### src/rtl/core/ring_buffer_offset_search_core_defines.svh
// Assertion macros for the ring buffer offset search core.
`ifndef RING_BUFFER_OFFSET_SEARCH_CORE_DEFINES_SVH
`define RING_BUFFER_OFFSET_SEARCH_CORE_DEFINES_SVH
`ifndef SYNTH
`define RBOS_ASSERT(lbl, prop, msg) \
	lbl: assert property (@(posedge clk) disable iff (!arst_n) prop) else $error(msg);
`define RBOS_ASSERT_NEVER(lbl, cond, msg) \
	lbl: assert property (@(posedge clk) disable iff (!arst_n) !(cond)) else $error(msg);
`else
`define RBOS_ASSERT(lbl, prop, msg)
`define RBOS_ASSERT_NEVER(lbl, cond, msg)
`endif
`endif

### src/rtl/core/rbos_pkg.sv
`default_nettype none
package rbos_pkg;

	localparam int SIZE_W   = 16;
	localparam int HANDLE_W = 32;
	localparam int OFF_W    = 20;
	localparam int SLOT_W   = 4;
	localparam int S_DATA_W = 72;
	localparam int M_DATA_W = 88;

	typedef enum logic {
		OP_ADD  = 1'b0,
		OP_FIND = 1'b1
	} op_t;

	typedef struct packed {
		logic [HANDLE_W-1:0] evicted_handle;
		logic                evicted;
		logic [SIZE_W-1:0]   byte_offset;
		logic [HANDLE_W-1:0] found_handle;
		logic [SLOT_W-1:0]   slot_index;
		logic                found;
	} res_t;

endpackage
`default_nettype wire

### src/rtl/core/rbos_ram.sv
`default_nettype none
module rbos_ram #(
	parameter int WIDTH = 48,
	parameter int DEPTH = 16
) (
	input  wire logic                     clk,
	input  wire logic                     we,
	input  wire logic [$clog2(DEPTH)-1:0] addr,
	input  wire logic [WIDTH-1:0]         wdata,
	output logic      [WIDTH-1:0]         rdata
);

	logic [WIDTH-1:0] mem_q [DEPTH];

	always_ff @(posedge clk) begin
		if (we) begin
			mem_q[addr] <= wdata;
		end
		rdata <= mem_q[addr];
	end

endmodule
`default_nettype wire

### src/rtl/core/rbos_cmp.sv
`default_nettype none
module rbos_cmp #(
	parameter int BW = 21
) (
	input  wire logic [BW-1:0]              base,
	input  wire logic [rbos_pkg::SIZE_W-1:0] size,
	input  wire logic [rbos_pkg::OFF_W-1:0]  coff,
	output logic                            hit,
	output logic      [BW-1:0]              sum,
	output logic      [rbos_pkg::SIZE_W-1:0] diff
);

	localparam int XW = (BW > rbos_pkg::OFF_W) ? BW : rbos_pkg::OFF_W;

	logic [XW-1:0] diff_x;

	assign sum    = base + BW'(size);
	assign hit    = XW'(sum) > XW'(coff);
	assign diff_x = XW'(coff) - XW'(base);
	assign diff   = diff_x[rbos_pkg::SIZE_W-1:0];

endmodule
`default_nettype wire

### src/rtl/core/ring_buffer_offset_search_core.sv
// channel  dir  tdata (low bit up)                                   tuser
// s_*      in   entry_size, entry_handle, find_offset, pad          op
// m_*      out  found, slot_index, found_handle, byte_offset,        -
//               evicted, evicted_handle, pad
// Add: from accept to result the sequencer steps through RAM read of the old slot, write, result.
// Find: the walk reads one RAM entry per cycle, at most the held entries, and
// the single adder/compare checks it.
// One word at a time: s_tready is high only when the sequencer is idle.
// A result waiting on m_tready holds the sequencer; arst_n clears pointers.
`default_nettype none
`include "ring_buffer_offset_search_core_defines.svh"
module ring_buffer_offset_search_core #(
	parameter int DEPTH = 16
) (
	input  wire logic                          clk,
	input  wire logic                          arst_n,
	input  wire logic                          s_tvalid,
	output logic                               s_tready,
	input  wire logic [rbos_pkg::S_DATA_W-1:0] s_tdata, // size, handle, find_offset
	input  wire logic                          s_tuser, // op
	output logic                               m_tvalid,
	input  wire logic                          m_tready,
	output logic      [rbos_pkg::M_DATA_W-1:0] m_tdata  // found, slot, handle, offset, evicted, ehandle
);

	localparam int AW  = $clog2(DEPTH);
	localparam int CW  = $clog2(DEPTH + 1);
	localparam int BW  = rbos_pkg::SIZE_W + CW;
	localparam int EW  = rbos_pkg::SIZE_W + rbos_pkg::HANDLE_W;
	localparam int RW  = $bits(rbos_pkg::res_t);

	typedef enum logic [4:0] {
		ST_IDLE   = 5'b00001,
		ST_ADD_RD = 5'b00010,
		ST_ADD_WR = 5'b00100,
		ST_FIND   = 5'b01000,
		ST_RESULT = 5'b10000
	} state_t;

	state_t                        state_q;
	logic [AW-1:0]                 wptr_q;
	logic [AW-1:0]                 rptr_q;
	logic                          full_q;
	logic [AW-1:0]                 rd_slot_q;
	logic [AW-1:0]                 pend_slot_q;
	logic                          pend_q;
	logic [CW-1:0]                 left_q;
	logic [BW-1:0]                 base_q;
	logic [rbos_pkg::SIZE_W-1:0]   esize_q;
	logic [rbos_pkg::HANDLE_W-1:0] ehandle_q;
	logic [rbos_pkg::OFF_W-1:0]    coff_q;
	rbos_pkg::res_t                res_q;
	logic                          m_tvalid_q;
	logic [RW-1:0]                 m_tdata_q;

	logic [AW-1:0]                 ram_addr;
	logic                          ram_we;
	logic [EW-1:0]                 ram_wdata;
	logic [EW-1:0]                 ram_rdata;
	logic [rbos_pkg::SIZE_W-1:0]   rd_size;
	logic [rbos_pkg::HANDLE_W-1:0] rd_handle;
	logic                          cmp_hit;
	logic [BW-1:0]                 cmp_sum;
	logic [rbos_pkg::SIZE_W-1:0]   cmp_diff;
	logic [CW-1:0]                 count;
	logic [AW-1:0]                 wptr_nx;
	logic                          accept;
	logic                          out_free;

	function automatic logic [AW-1:0] ring_next(input logic [AW-1:0] p);
		ring_next = (p == AW'(DEPTH - 1)) ? '0 : p + AW'(1);
	endfunction

	assign accept   = s_tvalid && s_tready;
	assign s_tready = (state_q == ST_IDLE);
	assign out_free = !m_tvalid_q || m_tready;
	assign m_tvalid = m_tvalid_q;
	assign m_tdata  = {{(rbos_pkg::M_DATA_W - RW){1'b0}}, m_tdata_q};
	assign wptr_nx  = ring_next(wptr_q);

	assign count = full_q ? CW'(DEPTH) :
		CW'(wptr_q) - CW'(rptr_q) + ((wptr_q < rptr_q) ? CW'(DEPTH) : CW'(0));

	assign ram_we    = (state_q == ST_ADD_WR);
	assign ram_addr  = (state_q == ST_FIND) ? rd_slot_q : wptr_q;
	assign ram_wdata = {ehandle_q, esize_q};
	assign rd_size   = ram_rdata[rbos_pkg::SIZE_W-1:0];
	assign rd_handle = ram_rdata[EW-1:rbos_pkg::SIZE_W];

	rbos_ram #(
		.WIDTH (EW),
		.DEPTH (DEPTH)
	) u_ram (
		.clk   (clk),
		.we    (ram_we),
		.addr  (ram_addr),
		.wdata (ram_wdata),
		.rdata (ram_rdata)
	);

	rbos_cmp #(
		.BW (BW)
	) u_cmp (
		.base (base_q),
		.size (rd_size),
		.coff (coff_q),
		.hit  (cmp_hit),
		.sum  (cmp_sum),
		.diff (cmp_diff)
	);

	always_ff @(posedge clk or negedge arst_n) begin
		if (!arst_n) begin
			state_q    <= ST_IDLE;
			wptr_q     <= '0;
			rptr_q     <= '0;
			full_q     <= 1'b0;
			rd_slot_q  <= '0;
			pend_slot_q <= '0;
			pend_q     <= 1'b0;
			left_q     <= '0;
			base_q     <= '0;
			m_tvalid_q <= 1'b0;
		end else begin
			if (state_q == ST_RESULT && out_free) begin
				m_tvalid_q <= 1'b1;
			end else if (m_tready) begin
				m_tvalid_q <= 1'b0;
			end
			unique case (state_q)
				ST_IDLE: begin
					if (accept) begin
						if (s_tuser == rbos_pkg::OP_FIND) begin
							state_q   <= ST_FIND;
							rd_slot_q <= rptr_q;
							left_q    <= count;
							pend_q    <= 1'b0;
							base_q    <= '0;
						end else begin
							state_q <= ST_ADD_RD;
						end
					end
				end
				ST_ADD_RD: begin
					state_q <= ST_ADD_WR;
				end
				ST_ADD_WR: begin
					wptr_q <= wptr_nx;
					if (full_q) begin
						rptr_q <= ring_next(rptr_q);
					end else if (wptr_nx == rptr_q) begin
						full_q <= 1'b1;
					end
					state_q <= ST_RESULT;
				end
				ST_FIND: begin
					if (pend_q && cmp_hit) begin
						state_q <= ST_RESULT;
						pend_q  <= 1'b0;
					end else if (!pend_q && left_q == '0) begin
						state_q <= ST_RESULT;
					end else begin
						if (pend_q) begin
							base_q <= cmp_sum;
						end
						pend_slot_q <= rd_slot_q;
						if (left_q != '0) begin
							rd_slot_q <= ring_next(rd_slot_q);
							left_q    <= left_q - CW'(1);
							pend_q    <= 1'b1;
						end else begin
							pend_q <= 1'b0;
						end
					end
				end
				ST_RESULT: begin
					if (out_free) begin
						state_q <= ST_IDLE;
					end
				end
				default: begin
					state_q <= ST_IDLE;
				end
			endcase
		end
	end

	// word payload, no reset
	always_ff @(posedge clk) begin
		if (accept) begin
			esize_q   <= s_tdata[15:0];
			ehandle_q <= s_tdata[47:16];
			coff_q    <= s_tdata[67:48];
		end
		if (state_q == ST_ADD_WR) begin
			res_q <= '{evicted_handle: (full_q ? rd_handle : '0), evicted: full_q,
				byte_offset: '0, found_handle: '0, slot_index: '0, found: 1'b0};
		end
		if (state_q == ST_FIND) begin
			if (pend_q && cmp_hit) begin
				res_q <= '{evicted_handle: '0, evicted: 1'b0, byte_offset: cmp_diff,
					found_handle: rd_handle,
					slot_index: rbos_pkg::SLOT_W'(pend_slot_q), found: 1'b1};
			end else if (!pend_q && left_q == '0) begin
				res_q <= '0;
			end
		end
		if (state_q == ST_RESULT && out_free) begin
			m_tdata_q <= res_q;
		end
	end

	`RBOS_ASSERT(a_accept_leaves_idle, accept |=> state_q != ST_IDLE, "accepted word left idle")
	`RBOS_ASSERT(a_full_ptrs, full_q |-> wptr_q == rptr_q, "ring full with pointers apart")
	`RBOS_ASSERT_NEVER(a_both_flags, state_q == ST_RESULT && res_q.found && res_q.evicted, "both flags")
	`RBOS_ASSERT(a_find_bounded, state_q == ST_FIND |-> left_q <= count, "walk exceeds held entries")

endmodule
`default_nettype wire

### config.mk
export PLATFORM = sky130hd
export DESIGN_NAME = ring_buffer_offset_search_core
export DESIGN_NICKNAME = d
export VERILOG_FILES = /design/src/rtl/core/rbos_pkg.sv /design/src/rtl/core/rbos_ram.sv /design/src/rtl/core/rbos_cmp.sv /design/src/rtl/core/ring_buffer_offset_search_core.sv
export VERILOG_INCLUDE_DIRS = /design/src /design/src/rtl/core
export SDC_FILE = /design/constraint.sdc
export NUM_CORES = 1
export LEC_CHECK = 0
export BUFFER_PORTS_ARGS = -buffer_cell sky130_fd_sc_hd__buf_2
export CELL_PAD_IN_SITES_DETAIL_PLACEMENT = 1
export CELL_PAD_IN_SITES_GLOBAL_PLACEMENT = 2
export CORE_AREA = 2 2 581 294
export CTS_CLUSTER_SIZE = 30
export DETAILED_ROUTE_END_ITERATION = 6
export DIE_AREA = 0 0 583 296
export GPL_ROUTABILITY_DRIVEN = 0
export GPL_TIMING_DRIVEN = 0
export MAX_ROUTING_LAYER = met4
export PLACE_DENSITY = 0.56
export SLEW_MARGIN = 20
export SYNTH_ARGS = -nofsm -noshare
export SYNTH_HDL_FRONTEND = slang
export SYNTH_HIERARCHICAL = 1
export SYNTH_SLANG_ARGS = --single-unit
export TNS_END_PERCENT = 100
### constraint.sdc
create_clock -name clk -period 6.55 [get_ports clk]
set_input_delay 1.965 -clock clk [delete_from_list [all_inputs] [get_ports clk]]
set_output_delay 1.965 -clock clk [all_outputs]
set_load 0.05 [all_outputs]
Word-level counts from Yosys, hierarchy flattened
Memory sizes are Yosys's and may differ from the RTL's. A register that Yosys moved wholly into a read port is not among the register bits.
Index checks and enable logic that the tools add are counted.
W data, S select, Z words.
Word-level totals
  register bits after elaboration: 290
  input port bits: 77
  latch bits: 0
  memories: 1
  RAM bits: 768
  memory bits (read-only): 0
  word-level logic and storage cells: 115
  output and inout port bits: 90
Memory list
  u_ram.mem_q: depth 16, width 48, read ports 1, clocked after Yosys merged registers in 1, write ports 1, line rbos_ram.sv:13  | logic [WIDTH-1:0] mem_q [DEPTH];
Operators by class
  multiply operators: 0
  equality and inequality tests: 18
  shift operators: 0
  bitwise logic cells: 2
  multiplexer cells: 47
  order comparisons: 2
  reductions and logical operators: 17
  add/sub/neg operators: 8
  div/mod/pow operators: 0
Operator list (count)
  $mux W86: 4
  $mux W21: 5
  $mux W5: 11
  $pmux W21 S2: 1
  $mux W4: 10
  $mux W32: 1
  $pmux W5 S5: 1
  $add A21 B16 Y21: 1
  $gt A21 B20 Y1: 1
  $sub A16 B16 Y16: 1
  $add A4 B1 Y4 const B: 3
  $eq A4 B4 Y1 const B: 3
  $reduce_and A6 Y1: 2
  $mux W1: 11
  $pmux W5 S2: 1
  $ne A2 B2 Y1 const B: 4
  $pmux W4 S2: 1
  $ne A2 B1 Y1 const B: 3
  $reduce_and A3 Y1: 2
  $add A5 B5 Y5: 1
  $eq A5 B1 Y1 const B: 1
  $eq A5 B2 Y1 const B: 1
  $eq A5 B3 Y1 const B: 1
  $eq A5 B4 Y1 const B: 1
  other kinds (17): 23

Longest topological paths before layout
Gate-level depths: netlist (run 1).
  word-level depth: 7
  mapped depth: 26
  depth with buffers taken out: 25

Cells and area by module
Netlist (run 1), hierarchy kept.
By module, submodules not included
  rbos_ram: cells each 1243, seq. area each 24023.0 um^2, times used 1, area an instance 29736.0 um^2
  ring_buffer_offset_search_core: cells each 629, seq. area each 7598.5 um^2, times used 1, area an instance 9745.6 um^2
  rbos_cmp: cells each 296, seq. area each 0.0 um^2, times used 1, area an instance 2152.1 um^2

Worst setup path after synthesis (run 1)
OpenSTA, ideal clock, no wires.
  path type: input port to flip-flop
  start point: in m_tready
  end point: reg m_tdata_q[0], enable pin
  arrival: 5.925 ns
  required time: 6.010 ns
  setup slack: 0.085 ns
  setup time: 0.540 ns
  path buffers: 0
  cell stages on the path: 2
  cell sequence: nand2b_1 > nor2b_1
Between the ends
  word-level cells in the longest chain between the ends: 2
RTL lines
  from (decl): line ring_buffer_offset_search_core.sv:22  | input wire logic m_tready,
  $logic_or A1 B1 Y1: line ring_buffer_offset_search_core.sv:76  | assign out_free = !m_tvalid_q || m_tready;
  $logic_and A1 B1 Y1: line ring_buffer_offset_search_core.sv:208  | if (state_q == ST_RESULT && out_free) begin
  to (signal assigned): line ring_buffer_offset_search_core.sv:209  | m_tdata_q <= res_q;
  to (decl): line ring_buffer_offset_search_core.sv:54  | logic [RW-1:0] m_tdata_q;
No other way between the ends.
A chain may end at the register's enable or synchronous reset.

Worst setup path in the final report (run 1)
  start point: reg base_q[0]
  end point: reg res_q[73] in the netlist's numbering
Between the ends
  word-level cells in the longest chain between the ends: 5
RTL lines
  from (decl): line ring_buffer_offset_search_core.sv:48  | logic [BW-1:0] base_q;
  from (signal assigned): line ring_buffer_offset_search_core.sv:164  | base_q <= cmp_sum;
  $add A21 B16 Y21: line rbos_cmp.sv:17  | assign sum = base + BW'(size);
  net cmp_sum[14]: line ring_buffer_offset_search_core.sv:63  | logic [BW-1:0] cmp_sum;
  $gt A21 B20 Y1: line rbos_cmp.sv:18  | assign hit = XW'(sum) > XW'(coff);
  net cmp_hit: line ring_buffer_offset_search_core.sv:62  | logic cmp_hit;
  $logic_and A1 B1 Y1: line ring_buffer_offset_search_core.sv:200  | if (pend_q && cmp_hit) begin
  $mux W86: line ring_buffer_offset_search_core.sv:200
  $mux W86: line ring_buffer_offset_search_core.sv:199  | if (state_q == ST_FIND) begin
  to (signal assigned): line ring_buffer_offset_search_core.sv:196  | res_q <= '{evicted_handle: (full_q ? rd_handle : '0), evicted: full_q,
  to (signal assigned): line ring_buffer_offset_search_core.sv:201  | res_q <= '{evicted_handle: '0, evicted: 1'b0, byte_offset: cmp_diff,
  to (decl): line ring_buffer_offset_search_core.sv:52  | rbos_pkg::res_t res_q;
The timed path passes the listed nets, and every way through them passes these cells.

==> results of run 1 <==
-- through the flow --
step	power, µW	area (µm²)	std cells	hold slack (ns)	worst slack [ns]
2_1_floorplan	11700	41600	2169	0.409	0.0852
3_3_place_gp	13100	45200	4563	0.420	-4.68
3_5_place_dp	13200	46600	4633	0.420	-0.144
4_1_cts	19500	50100	4833	0.425	0.00328
5_1_grt	20200	50200	4843	0.438	0.00681
6_report	19200	50200	4844	0.424	0.584
-- cells by family after synthesis --
kind of cell / synth area share
AOI/OAI and AO/OA: 0.0590
xor gates and xnor gates: 0.00820
adders and majority gates: 0.0189
buffers and inverters: 0.0181
DFF: 0.760
muxes: 0.105
other: 0.0000901
and+or+nand+nor: 0.0308
-- repair_timing --
item / CTS / global route
resized for setup: 2 / 13
pin swaps: 0 / 2
buffers inserted: 0 / 4
endpoints found under the setup margin: 52 / 92
-- synth_stat cells (3+ instances only) --
library cell	count
and3_1	4
a211oi_1	3
buf_2	17
clkbuf_1	55
a311oi_1	3
dfxtp_1	134
buf_4	3
fa_1	3
ha_1	58
xnor2_1	28
mux2_2	5
o21a_1	8
nand2b_1	5
edfxtp_1	922
o21ai_1	4
o21bai_1	3
inv_1	62
nand4_1	8
nor3_1	13
dfrtp_1	49
a22oi_1	98
xor2_1	11
a21oi_1	31
a22o_1	86
nand3_1	17
a31oi_1	6
nor3b_1	3
buf_6	16
mux4_2	192
nor2_1	41
nand2_1	133
nor4_1	3
or3_1	3
nor2b_1	15
a21o_1	13
o211ai_1	4
buf_1	5
o21ai_0	57
-- power by group --
group	switching (µW)	internal [µW]	leakage, µW
clock network	2750	3460	0.00172
registers	538	8380	0.0100
logic	2360	1750	0.00472
total	5660	13600	0.0165
-- metal layers --
layer  vias to the layer above  share of wire
li1                       9438              -
met1                     11400           0.51
met2                       494           0.42
met3                       146          0.047
met4                         0          0.024
met5                         -              0
-- worst register-to-register path, delay by kind of cell, from the launching register on --
kind / cells / cell delay (ns)
muxes: 1 / 0.16
and+or+nand+nor: 5 / 0.88
buffers and inverters: 4 / 0.86
adders and majority gates: 3 / 0.97
DFF: 1 / 0.39
AOI/OAI and AO/OA: 14 / 2.66
-- layout make-up --
cell class | instances | area, µm²
tap | 2234 | 2800
multi-input combinational | 904 | 9420
timing repair buffer | 234 | 2070
inverter | 63 | 241
sequential | 1106 | 31600
fill | 17300 | 118000
clock inverter | 61 | 549
buffer | 96 | 523
clock buffer | 139 | 2970
antenna | 7 | 17.5
-- state kept, by name, summed over array words and instances, names as in the netlist, 4 cells and up --
name / flops
esize_q: 16
u_ram/rdata: 48
m_tdata_q: 86
pend_slot_q: 4
res_q: 86
rd_slot_q: 4
wptr_q: 4
state_q: 5
left_q: 5
rptr_q: 4
coff_q: 20
ehandle_q: 32
u_ram/mem_q: 768
base_q: 21
-- worst paths after layout --
path	cells after the start	endpoint	slack (ns)
max	27	res_q[73]$_DFF_P_	0.58
min	0	m_tdata_q[44]$_DFFE_PP_	0.42
max reg2reg	27	res_q[73]$_DFF_P_	0.58
min reg2reg	0	m_tdata_q[44]$_DFFE_PP_	0.42
max in group asynchronous	1	pend_q$_DFFE_PN0P_	4.68
min in group asynchronous	1	base_q[0]$_DFFE_PN0P_	1.29
==> results.yml, run 1 <==
synthesis:
  synthArstFlopShare: 0.0452
  yosys.area.top_type: "edfxtp_1"
  synthFlopType: "edfxtp_1"
  synth_edf_count: 922
  synth_warnings: 6
  netlist_area_mm2: 0.0416
  synthCells: 2168
  synth_seq_cells: 1106
  synth.distinct_cells: 73
  syn_avg_cell_area_um2: 19.2
  yosysSeqAreaShare: 0.760
  yosysTopAreaCellShare: 0.665
  synth.area.top_cells: "edfxtp_1 (67%), mux4_2 (10%), dfxtp_1 (6.4%), dfrtp_1 (2.9%), a22o_1 (1.8%)"
worst_setup_path:
  path_class: "reg2reg"
  path_buf_inv: 4
  cpMaxStageDelayCell: "fa_1"
  startpoint: "base_q[0]$_DFFE_PN0P_"
  cp_top_family: "compound AO/OA/AOI/OAI gates"
  cp.required_ns: 7.20
  endpoint_kind: "flip-flop"
  worstPathArrival_ns: 6.61
  path_max_fanout: 10
  cpPeakStageDelay_ns: 0.44
  regToRegStartpoint: "base_q[0]$_DFFE_PN0P_"
  critPathLaunchType: "flip-flop"
grt:
  grt_pass1_vias: 22800
  busiest_layer: "met1"
  antenna_found_initial: 7
  grt_use_met3: 0.0237
  groute.layer.met2.usage: 0.189
  met1_usage: 0.200
  grt_usage: 0.135
  overflow: 0
  grt_pass1_wl_um: 164000
  grt_max_degree: 51
cells_and_area:
  nNetsFinal: 2651
  drive_gt1_frac: 0.261
  layout_commonest_cell: "edfxtp_1"
  layout_common_cells: "edfxtp_1 (922), mux4_2 (192), buf_2 (174)"
  post-route-util: 0.298
  syn_to_final_growth_pct: 20.6
routing:
  drc: 0
  viasPerCell: 4.44
  drt-pass1-iter-count: 7
  vias: 21500
  drt_iter0_drc: 1828
  wire_per_inst_um: 23.2
  ant_nets: 0
  drt_wl_total_um: 112000
cts:
  clock_sinks: 1106
  cts_tree: "done"
  h-tree-depth: 3
  cts_buffers: 108
  cts.clk_slew.worst_paths_ns: 0.07
  clockBufferDepth: 3
  clkLatencyLatePin_ns: 0.73
  root_buffer: "clkbuf_16"
  cts_hold_buf: 0
timing:
  slew_headroom: 0.261
  final-setup-viol-count: 0
  skew_ns: 0.0442
  slew_viol_final: 0
  finalHoldViolCount: 0
  tightest_slew_ns: 1.10
  finalCritPeriodShare: 0.911
  max_freq_mhz: 168
  tns_ns: 0
  period_needed_ns: 5.97
  rsz0062_at_grt: "false"
place:
  hpwl_um: 79600
  portBuffers: 160
floorplan:
  start_util: 0.247
  die_h_um: 296
  row_count: 107
  core-area_mm2: 0.168
  io_pins: 167
  die_x_um: 583
  dieArea_mm2: 0.173
min_path:
  worstHoldStart: "res_q[44]$_DFF_P_"
  hold_path.class: "reg2reg"
run_status:
  outcome: "complete, no violations"
pwr:
  p_leak_uw: 0.0165
  p_per_area_mw_per_mm2: 383
  worst_ir_drop_vdd_uv: 232
flow_run:
  drv_cap: 0
(Power assumes the default switching activity.)
==> run 2: changes to the inputs <==
--- a/config.mk
+++ b/config.mk
@@ -9,14 +9,14 @@
 export BUFFER_PORTS_ARGS = -buffer_cell sky130_fd_sc_hd__buf_2
 export CELL_PAD_IN_SITES_DETAIL_PLACEMENT = 1
 export CELL_PAD_IN_SITES_GLOBAL_PLACEMENT = 2
-export CORE_AREA = 2 2 581 294
+export CORE_AREA = 2 2 530 269
 export CTS_CLUSTER_SIZE = 30
 export DETAILED_ROUTE_END_ITERATION = 6
-export DIE_AREA = 0 0 583 296
+export DIE_AREA = 0 0 532 271
 export GPL_ROUTABILITY_DRIVEN = 0
 export GPL_TIMING_DRIVEN = 0
 export MAX_ROUTING_LAYER = met4
-export PLACE_DENSITY = 0.56
+export PLACE_DENSITY = 0.63
 export SLEW_MARGIN = 20
 export SYNTH_ARGS = -nofsm -noshare
 export SYNTH_HDL_FRONTEND = slang
==> run 2 against run 1 <==
Effect of this change: sequential share of layout area rose by 0.40 points; critical path depth fell by 7; die area fell by 16%; critical path type unchanged; critical endpoint is now res_q[19]$_DFF_P_; largest power group unchanged; highest routed layer unchanged.
==> results.yml, run 2 (same netlist as run 1, synthesis figures left out) <==
pwr:
  p_leak_uw: 0.0165
  p_per_area_mw_per_mm2: 385
  worst_ir_drop_vdd_uv: 213
  power_uw: 19200
routing:
  vias: 21700
  drc: 0
  drt-pass1-iter-count: 5
  drt_wl_total_um: 111000
  ant_nets: 0
  drt_iter0_drc: 2207
  wire_per_inst_um: 24.8
  viasPerCell: 4.83
timing:
  final-setup-viol-count: 0
  finalHoldViolCount: 0
  tightest_slew_ns: 1.21
  period_needed_ns: 6.44
  max_freq_mhz: 155
  finalCritPeriodShare: 0.983
  rsz0062_at_grt: "false"
  slew_viol_final: 0
  skew_ns: 0.0366
  slew_headroom: 0.196
worst_setup_path:
  worstPathArrival_ns: 7.08
  endpoint_kind: "flip-flop"
  cp_top_family: "simple AND/OR/NAND/NOR gates"
  path_cells: "ha_1 > inv_1 > fa_1 > nor2b_4 > o31a_4 > nor4_4 > o31a_4 > a21oi_1 > xor2_1 > ha_1 > nand4_1 > nor2_1 > o21ai_0 > a21oi_1 > nor2b_1 > mux2i_1 > nand2_1 > nor2_4 > clkbuf_1 > a22o_1"
  path_buf_inv: 2
  cp.required_ns: 7.20
  cp.depth: 20
  cpPeakStageDelay_ns: 0.67
  path_class: "reg2reg"
  path_max_fanout: 10
  rr_worst_depth: 20
  critPathLaunchType: "flip-flop"
  cpMaxStageDelayCell: "nor2_4"
cells_and_area:
  largest_reg_flops: 768
  reg.largest.list: "u_ram/mem_q: 768 flops, m_tdata_q: 86 flops, res_q: 86 flops"
  regMostFlops: "u_ram/mem_q"
  layout_commonest_cell: "edfxtp_1"
  final_area_mm2: 0.0499
  nNetsFinal: 2652
  layout_common_cells: "edfxtp_1 (922), mux4_2 (192), buf_2 (175)"
  drive_gt1_frac: 0.258
  syn_to_final_growth_pct: 19.8
floorplan:
  die_h_um: 271
  die_x_um: 532
  start_util: 0.299
  core-area_mm2: 0.139
  dieArea_mm2: 0.144
  io_pins: 167
  row_count: 97
cts:
  clock_sinks: 1106
  cts_tree: "done"
  cts_buffers: 103
  h-tree-depth: 3
  clkLatencyLatePin_ns: 0.73
  cts.clk_slew.worst_paths_ns: 0.06
  clockBufferDepth: 3
  cts_hold_buf: 0
  root_buffer: "clkbuf_16"
min_path:
  hold_path.class: "reg2reg"
  holdPathStages: 0
grt:
  grt_max_degree: 51
  overflow: 0
  grt_pass1_vias: 22700
  antenna_found_initial: 13
  grt_pass1_wl_um: 162000
  grt_usage: 0.159
run_status:
  outcome: "complete, no violations"
place:
  placed_area_mm2: 0.0464
  hpwl_um: 78500
  portBuffers: 160
flow_run:
  drv_cap: 0
==> run 2: changes by cell type in the layout (fill, tap and decap cells not counted), sizes merged <==
| cell | change |
|---|---|
| inv | -2 |
| clkinv | -19 |
| bufinv | +5 |
| clkinvlp | +1 |
| clkbuf | +7 |
| buf | +7 |
| diode | +8 |
==> run 2: worst paths after layout <==
kind | startpoint | to | slack (ns)
max in group asynchronous | arst_n | wptr_q[2]$_DFFE_PN0P_ | 4.71
worst max register to register | base_q[0]$_DFFE_PN0P_ | res_q[19]$_DFF_P_ | 0.11
worst min-delay path | res_q[46]$_DFF_P_ | m_tdata_q[46]$_DFFE_PP_ | 0.43
worst max-delay path | base_q[0]$_DFFE_PN0P_ | res_q[19]$_DFF_P_ | 0.11
worst min register to register | res_q[46]$_DFF_P_ | m_tdata_q[46]$_DFFE_PP_ | 0.43
min in group asynchronous | arst_n | base_q[8]$_DFFE_PN0P_ | 1.30
==> run 2: metrics by stage <==
stage          std cells  utilization  setup slack (ns)  hold slack, ns  TNS (ns)
2_1_floorplan       2169            -            0.0852           0.409         0
3_3_place_gp        4210        0.322             -4.72           0.422  -2246.20
3_5_place_dp        4288        0.333            -0.283           0.419     -4.65
4_1_cts             4483        0.358            0.0673           0.434         0
5_1_grt             4493        0.358          0.000383           0.444         0
6_report            4498        0.358             0.114           0.431         0
==> run 2: repair_timing <==
| action | 4_1_cts | 5_1_grt |
|---|---|---|
| pin swaps | 1 | 0 |
| resized for setup | 1 | 8 |
| endpoints found under the setup margin | 30 | 44 |
| buffers inserted | 2 | 0 |
==> run 2: metal layers <==
| layer | global-route usage | wire [µm] | vias up |
|---|---|---|---|
| li1 | - | - | 9473 |
| met1 | 0.239 | 54500 | 11500 |
| met2 | 0.215 | 46400 | 669 |
| met3 | 0.0389 | 8410 | 125 |
| met4 | 0.0330 | 2000 | 0 |
| met5 | - | 0 | - |
==> run 2: power breakdown <==
| group | internal [µW] | switching [µW] |
|---|---|---|
| combinational | 1750 | 2390 |
| sequential | 8370 | 527 |
| clock | 3480 | 2670 |
==> run 2: worst reg2reg max path: stages, from the launching register on <==
cell and delay, ns:
dfrtp_1 0.40, ha_1 0.21, inv_1 0.07, fa_1 0.44, nor2b_4 0.15, o31a_4 0.16
nor4_4 0.05, o31a_4 0.38, a21oi_1 0.23, xor2_1 0.14, ha_1 0.33, nand4_1 0.20
nor2_1 0.39, o21ai_0 0.38, a21oi_1 0.48, nor2b_1 0.10, mux2i_1 0.45, nand2_1 0.32
nor2_4 0.67, clkbuf_1 0.58, a22o_1 0.24
==> run 2: layout make-up <==
cell class | count | area [µm²]
flip-flops and latches | 1106 | 31600
multi-input cells | 904 | 9410
plain buffers | 96 | 519
clock inverters | 46 | 578
well taps | 1881 | 2350
inverters | 63 | 241
diodes | 15 | 37.5
clock buffers | 147 | 2850
fillers | 13900 | 89300
repair buffers | 240 | 2260
